## src/rtl/gbi_pkg.sv

```systemverilog
`timescale 1ns / 1ps
// Shared types and constants for the gravity body integrator.
// No dependencies; imported by every module of the block.
package gbi_pkg;

   localparam int REQ_DATA_W = 160;
   localparam int RSP_DATA_W = 136;

   localparam logic [1:0] OP_ACCUMULATE = 2'd0;
   localparam logic [1:0] OP_ADVANCE    = 2'd1;
   localparam logic [1:0] OP_LOAD       = 2'd2;

   localparam logic [1:0] CSR_GRAVITY = 2'd0;
   localparam logic [1:0] CSR_STEP    = 2'd1;
   localparam logic [1:0] CSR_SCALE   = 2'd2;

   localparam logic [31:0] GRAVITY_RESET = 32'd65536;
   localparam logic [15:0] STEP_RESET    = 16'd256;
   localparam logic [15:0] SCALE_RESET   = 16'd65535;

   typedef enum logic [4:0] {
      CMD_NOP,
      CMD_CAPTURE,
      CMD_LOAD,
      CMD_DIFF,
      CMD_MUL_SQX,
      CMD_MUL_SQY,
      CMD_MUL_GM,
      CMD_GM_SAVE,
      CMD_START_A,
      CMD_SAVE_A,
      CMD_MUL_AL,
      CMD_MUL_AH,
      CMD_START_C,
      CMD_MUL_CL,
      CMD_MUL_CH,
      CMD_PULL,
      CMD_MUL_SS,
      CMD_SAVE_SS,
      CMD_MUL_V,
      CMD_MOVE,
      CMD_OUT
   } cmd_code_type;

   typedef struct packed {
      cmd_code_type code;
      logic         axis;
   } cmd_type;

   typedef struct packed {
      logic [1:0] op;
      logic       d2_zero;
      logic       div_busy;
      logic       sqrt_busy;
      logic       out_free;
   } status_type;

   typedef enum logic [4:0] {
      S_IDLE,
      S_DECODE,
      S_LOAD,
      S_DIFF,
      S_SQX,
      S_SQY,
      S_GM,
      S_GMSAVE,
      S_STARTA,
      S_WAITA,
      S_SAVEA,
      S_AL,
      S_AH,
      S_STARTC,
      S_WAITC,
      S_CL,
      S_CH,
      S_PULL,
      S_SS,
      S_SSAVE,
      S_V,
      S_MOVE,
      S_OUT
   } state_type;

endpackage

```

## src/rtl/gbi_controller.sv

```systemverilog
`timescale 1ns / 1ps
// Sequencer: walks each operation through the datapath by commands.
// Depends on gbi_pkg.
module gbi_controller
   import gbi_pkg::*;
(
   input  logic       clock,
   input  logic       reset,
   input  logic       req_tvalid,
   output logic       req_tready,
   input  status_type status,
   output cmd_type    cmd
);

   state_type state_ff, state_in;
   logic      axis_ff, axis_in;

   always_ff @(posedge clock) begin
      if (reset) begin
         state_ff <= S_IDLE;
         axis_ff  <= 1'b0;
      end else begin
         state_ff <= state_in;
         axis_ff  <= axis_in;
      end
   end

   always_comb begin
      state_in   = state_ff;
      axis_in    = axis_ff;
      req_tready = 1'b0;
      cmd.code   = CMD_NOP;
      cmd.axis   = axis_ff;
      case (state_ff)
         S_IDLE: begin
            req_tready = 1'b1;
            if (req_tvalid) begin
               cmd.code = CMD_CAPTURE;
               state_in = S_DECODE;
            end
         end
         S_DECODE: begin
            axis_in = 1'b0;
            case (status.op)
               OP_ACCUMULATE: state_in = S_DIFF;
               OP_ADVANCE:    state_in = S_SS;
               OP_LOAD:       state_in = S_LOAD;
               default:       state_in = S_OUT;
            endcase
         end
         S_LOAD: begin
            cmd.code = CMD_LOAD;
            state_in = S_OUT;
         end
         S_DIFF: begin
            cmd.code = CMD_DIFF;
            state_in = S_SQX;
         end
         S_SQX: begin
            cmd.code = CMD_MUL_SQX;
            state_in = S_SQY;
         end
         S_SQY: begin
            cmd.code = CMD_MUL_SQY;
            state_in = S_GM;
         end
         S_GM: begin
            cmd.code = CMD_MUL_GM;
            state_in = S_GMSAVE;
         end
         S_GMSAVE: begin
            cmd.code = CMD_GM_SAVE;
            state_in = status.d2_zero ? S_OUT : S_STARTA;
         end
         S_STARTA: begin
            cmd.code = CMD_START_A;
            state_in = S_WAITA;
         end
         S_WAITA: begin
            if (!status.div_busy && !status.sqrt_busy) begin
               state_in = S_SAVEA;
            end
         end
         S_SAVEA: begin
            cmd.code = CMD_SAVE_A;
            state_in = S_AL;
         end
         S_AL: begin
            cmd.code = CMD_MUL_AL;
            state_in = S_AH;
         end
         S_AH: begin
            cmd.code = CMD_MUL_AH;
            state_in = S_STARTC;
         end
         S_STARTC: begin
            cmd.code = CMD_START_C;
            state_in = S_WAITC;
         end
         S_WAITC: begin
            if (!status.div_busy) begin
               state_in = S_CL;
            end
         end
         S_CL: begin
            cmd.code = CMD_MUL_CL;
            state_in = S_CH;
         end
         S_CH: begin
            cmd.code = CMD_MUL_CH;
            state_in = S_PULL;
         end
         S_PULL: begin
            cmd.code = CMD_PULL;
            if (axis_ff) begin
               state_in = S_OUT;
            end else begin
               axis_in  = 1'b1;
               state_in = S_AL;
            end
         end
         S_SS: begin
            cmd.code = CMD_MUL_SS;
            state_in = S_SSAVE;
         end
         S_SSAVE: begin
            cmd.code = CMD_SAVE_SS;
            state_in = S_V;
         end
         S_V: begin
            cmd.code = CMD_MUL_V;
            state_in = S_MOVE;
         end
         S_MOVE: begin
            cmd.code = CMD_MOVE;
            if (axis_ff) begin
               state_in = S_OUT;
            end else begin
               axis_in  = 1'b1;
               state_in = S_V;
            end
         end
         S_OUT: begin
            if (status.out_free) begin
               cmd.code = CMD_OUT;
               state_in = S_IDLE;
            end
         end
         default: state_in = S_IDLE;
      endcase
   end

endmodule

```

## config.mk

```make
export PLATFORM = sky130hd
export DESIGN_NAME = gbi_controller
export DESIGN_NICKNAME = d
export VERILOG_FILES = /design/src/rtl/gbi_pkg.sv /design/src/rtl/gbi_controller.sv
export SDC_FILE = /design/constraint.sdc
export NUM_CORES = 1
export LEC_CHECK = 0
export ABC_AREA = 0
export BUFFER_PORTS_ARGS = -buffer_cell sky130_fd_sc_hd__buf_4
export CORE_UTILIZATION = 50
export CTS_BUF_LIST = sky130_fd_sc_hd__clkbuf_4
export DETAILED_ROUTE_END_ITERATION = 16
export MAX_ROUTING_LAYER = met4
export PLACE_DENSITY = 0.74
export SKIP_LAST_GASP = 1
export SYNTH_ARGS = -nofsm -noshare
export SYNTH_HDL_FRONTEND = slang
export SYNTH_SLANG_ARGS = --single-unit
```

## constraint.sdc

```tcl
create_clock -name clock -period 4.38 [get_ports clock]
set_clock_uncertainty 0.05 [all_clocks]
set_input_delay 0.876 -clock clock [delete_from_list [all_inputs] [get_ports clock]]
set_output_delay 0.876 -clock clock [all_outputs]
set_load 0.005 [all_outputs]
```

# --- Word level (Yosys, flattened, before mapping) ---
# Index checks and enable logic that the tools add are counted.
word_totals:
  wordCells: 52
  register_bits: 6
  in_bits: 9
classes:
  muxes: 14
  n_eq_ne: 28
  reduce_logical: 8
op_table:
  columns: ["operator", "count"]
  rows:
  - ["$pmux W5 S23", 1]
  - ["$pmux W5 S20", 1]
  - ["$eq A5 B4 Y1 const B", 8]
  - ["$eq A5 B5 Y1 const B", 7]
  - ["$mux W5", 7]
  - ["$eq A5 B3 Y1 const B", 4]
  - ["$pmux W5 S3", 1]
  - ["$eq A5 B2 Y1 const B", 2]
  - ["$ne A2 B2 Y1 const B", 4]
  - ["$eq A5 B1 Y1 const B", 1]
  - ["$logic_not A5 Y1", 1]
  - ["$reduce_and A4 Y1", 1]
  - ["$eq A2 B1 Y1 const B", 1]
  - ["$eq A2 B2 Y1 const B", 1]
  - ["$logic_not A1 Y1", 2]
  - ["$logic_not A2 Y1", 1]
  - ["$mux W1", 2]
  - ["$mux W2", 1]
  - ["$pmux W1 S2", 1]
  - ["$reduce_bool A2 Y1", 1]
  - ["$reduce_or A2 Y1", 1]
  - ["$logic_and A1 B1 Y1", 1]

# --- Depth between registers and ports, before layout ---
depth:
  depth_word: 4
  depth_mapped: 7
  mapped_depth_nobuf: 5

# --- Least setup slack after synthesis ---
# No wires, ideal clock.
synth_timing:
  path_type: "in2out"
  startpoint: "in req_tvalid"
  endpoint: "out cmd[1] (netlist bit)"
  required_ns: 3.454
  t_arrival_ns: 1.312
  path_buffers: 0
  path_stages: 4
  slack_ns: 2.142
  path_cell_list: "nand2_1 a21oi_1 a21oi_1 o31ai_1"
synth_lines:
  columns: ["element", "line_no", "text"]
  rows:
  - ["from (decl)", "gbi_controller.sv:9", "input logic req_tvalid,"]
  - ["to (decl)", "gbi_controller.sv:12", "output cmd_type cmd"]

==> run summary <==
outcome: finished clean
Core Box Area: 0.001350 mm2
dpl hpwl: 1387 um
slew margin rel.: 46.83%
Max clock buf depth: 2
XOR/XNOR Fraction of Synth Area: 1.171%
Final setup viols: 0
Worst path top cell family by delay: flip-flops
Synth Area in Adders: 0%
initial antenna violation count: 0
post-layout min period: 2.826 ns
Main synth FF type: dfxtp_1
Finished Layout Cells: 132
row cnt: 13
fmax: 0.3538 GHz
VDD IR max: 0.4447 mV
chip width: 40.69 um
CTS tree: done
fin nets: 128
post-synthesis compound-gate area fraction: 40.13%
crit path launch type: flop
first-pass GRT wire length: 2994 um
Setup Fix Bufs, Post-CTS: 0
CP Capture Type: output port
first-iteration detailed-routing DRC count: 31
synthesized net count: 119
die area: 0.001655 mm2
IO Count: 16
drt wl/cell: 14.92 um
layout cell share with drive strength beyond 1: 24.79%
setup tns final: 0 ns
crit path buf inv count: 1
total DRC errors in the routed layout: 0
sequential fraction of the synthesis area: 16.05%
commonest non-fill, non-tap cell in the layout: buf_4
Worst-Skew Late Latency: 0.26 ns
Synth Instances: 110
number of H-tree levels: 1
largest family of logic cells by synthesized area: compound AO/OA/AOI/OAI gates
RSZ-0062 raised after global routing: false
ant diodes: 0
worst-path maximum fanout: 17
Final Cycle Share: 64.53%
most frequent cells in the layout: buf_4 (15), a21oi_1 (14), o21ai_0 (13)
Hold Violations, Final: 0
Num CTS Buffers: 3
vias in the first global route: 670
Pleak: 0.3265 nW
Critical Path AT: 1.90 ns
total of warnings raised by yosys: 0
fin. max-slew vios: 0
CP Cell Sequence: nand2_2 > nand2b_1 > a21oi_1 > o21ai_0 > o31ai_1 > buf_4
critical path class: flop to output port
slowest stage delay, CP: 0.72 ns
Root Buffer: clkbuf_4
largest net degree at the start of global routing: 26
total length of routed wires: 1970 um
HP Class: flop to flop
first-pass iteration count of the detailed router: 4
via count: 843
Post-Synth Simple-Gate Area: 30.43%
required time of the critical path: 3.45 ns
Inst Count DP: 129
Num Clock Sinks: 6
overall routing resource usage: 28.97%
Mapped Avg Cell Area: 6.802 um2
Reg clk slew, reported paths: 0.05 ns
Hold Buf Count CTS: 0
drt via density: 6.386
port bufs: 15
Layout area overhead: 11.37%
worst-path cell with the longest stage delay: dfxtp_1
post-synthesis register bit count: 6
global route total overflow: 0
Initial Util: 55.42%
Max Cap Viol: 0
PwrDens: 684.5 mW/mm2
Netlist cell types: 39
Final GP Congestion: 0.9323
Slew @ Worst Pin: 0.7965 ns
die height: 40.69 um
ys async rst share: 0%
post_cts resized: 0
ANT nets after route: 0
number of synthesized flops with an enable pin: 0
Post-Syn Area: 748.2 um2
mux cell area share after synthesis: 0%
[kinds of logic (layout without fill, tap and decap cells)]
| kind of cell | count (synthesis) | after routing |
|---|---|---|
| and+or+nand+nor | 40 | 40 |
| AOI/OAI and AO/OA | 46 | 46 |
| buffers and inverters | 17 | 24 |
| xor gates and xnor gates | 1 | 1 |
| DFF | 6 | 6 |
[final cells by class]
type | count | area, um2
timing repair buffer | 15 | 112.6
sequential | 6 | 120.1
fill | 131 | 516.7
tap | 15 | 18.77
inverter | 6 | 22.52
clock buffer | 3 | 22.52
multi-input combinational | 87 | 536.8
[cell usage after synthesis (2+ instances only)]
| cell type | instances | area share [%] |
|---|---|---|
| a21oi_1 | 14 | 9.4 |
| a32oi_1 | 2 | 2.3 |
| buf_2 | 7 | 4.7 |
| buf_4 | 3 | 3.0 |
| dfxtp_1 | 6 | 16 |
| inv_1 | 4 | 2.0 |
| inv_2 | 2 | 1.0 |
| nand2_1 | 11 | 5.5 |
| nand2b_1 | 4 | 3.3 |
| nor2_1 | 9 | 4.5 |
| nor3_1 | 3 | 2.0 |
| nor4_2 | 2 | 3.3 |
| o21a_1 | 2 | 2.0 |
| o21ai_0 | 13 | 8.7 |
| o21ai_1 | 2 | 1.3 |
| o31a_1 | 3 | 3.5 |
[tightest hold or removal path, cell delays in order, from the launching register on]
cell	delay [ns]
dfxtp_1	0.36
o21ai_0	0.10
a21oi_1	0.08
[metrics by stage]
step                utilization [%]  area (um2)  setup slack, ns  hold slack, ns  power (mW)
detailed placement            60.06       810.8            1.885          0.5143      0.5094
CTS                           61.72       833.3            1.595          0.5226      0.5666
floorplan                         -       748.2            2.142          0.4486      0.4151
global route                  61.72       833.3            1.463          0.5751      0.6156
global placement              60.06       810.8            1.899          0.4878      0.5090
finish                        61.72       833.3            1.554          0.5346      0.5704
[worst paths after layout]
path	to	from	cells after the start	slack, ns
setup reg to reg	state_ff[0]	state_ff[4]	4	2.49
hold / removal	axis_ff	axis_ff	2	0.53
setup / recovery	cmd[1]	state_ff[2]	6	1.55
hold reg to reg	axis_ff	axis_ff	2	0.53
[report_power, final]
part           switching, mW  internal (mW)
clock network         0.0243         0.0313
registers             0.0908         0.0744
logic                  0.174          0.176
[sequential cells by signal (all words and copies together) (netlist names)]
register and count:
state_ff 5, axis_ff 1
[layer usage]
metal / up-vias / track usage, % / share of wire (%)
met5: - / - / 0
met4: 0 / 8.333 / 1.9
met3: 4 / 10.33 / 5.4
met2: 30 / 45.24 / 47
met1: 394 / 35.00 / 45
li1: 415 / - / -
No activity file was read; power rests on OpenSTA's default activity.
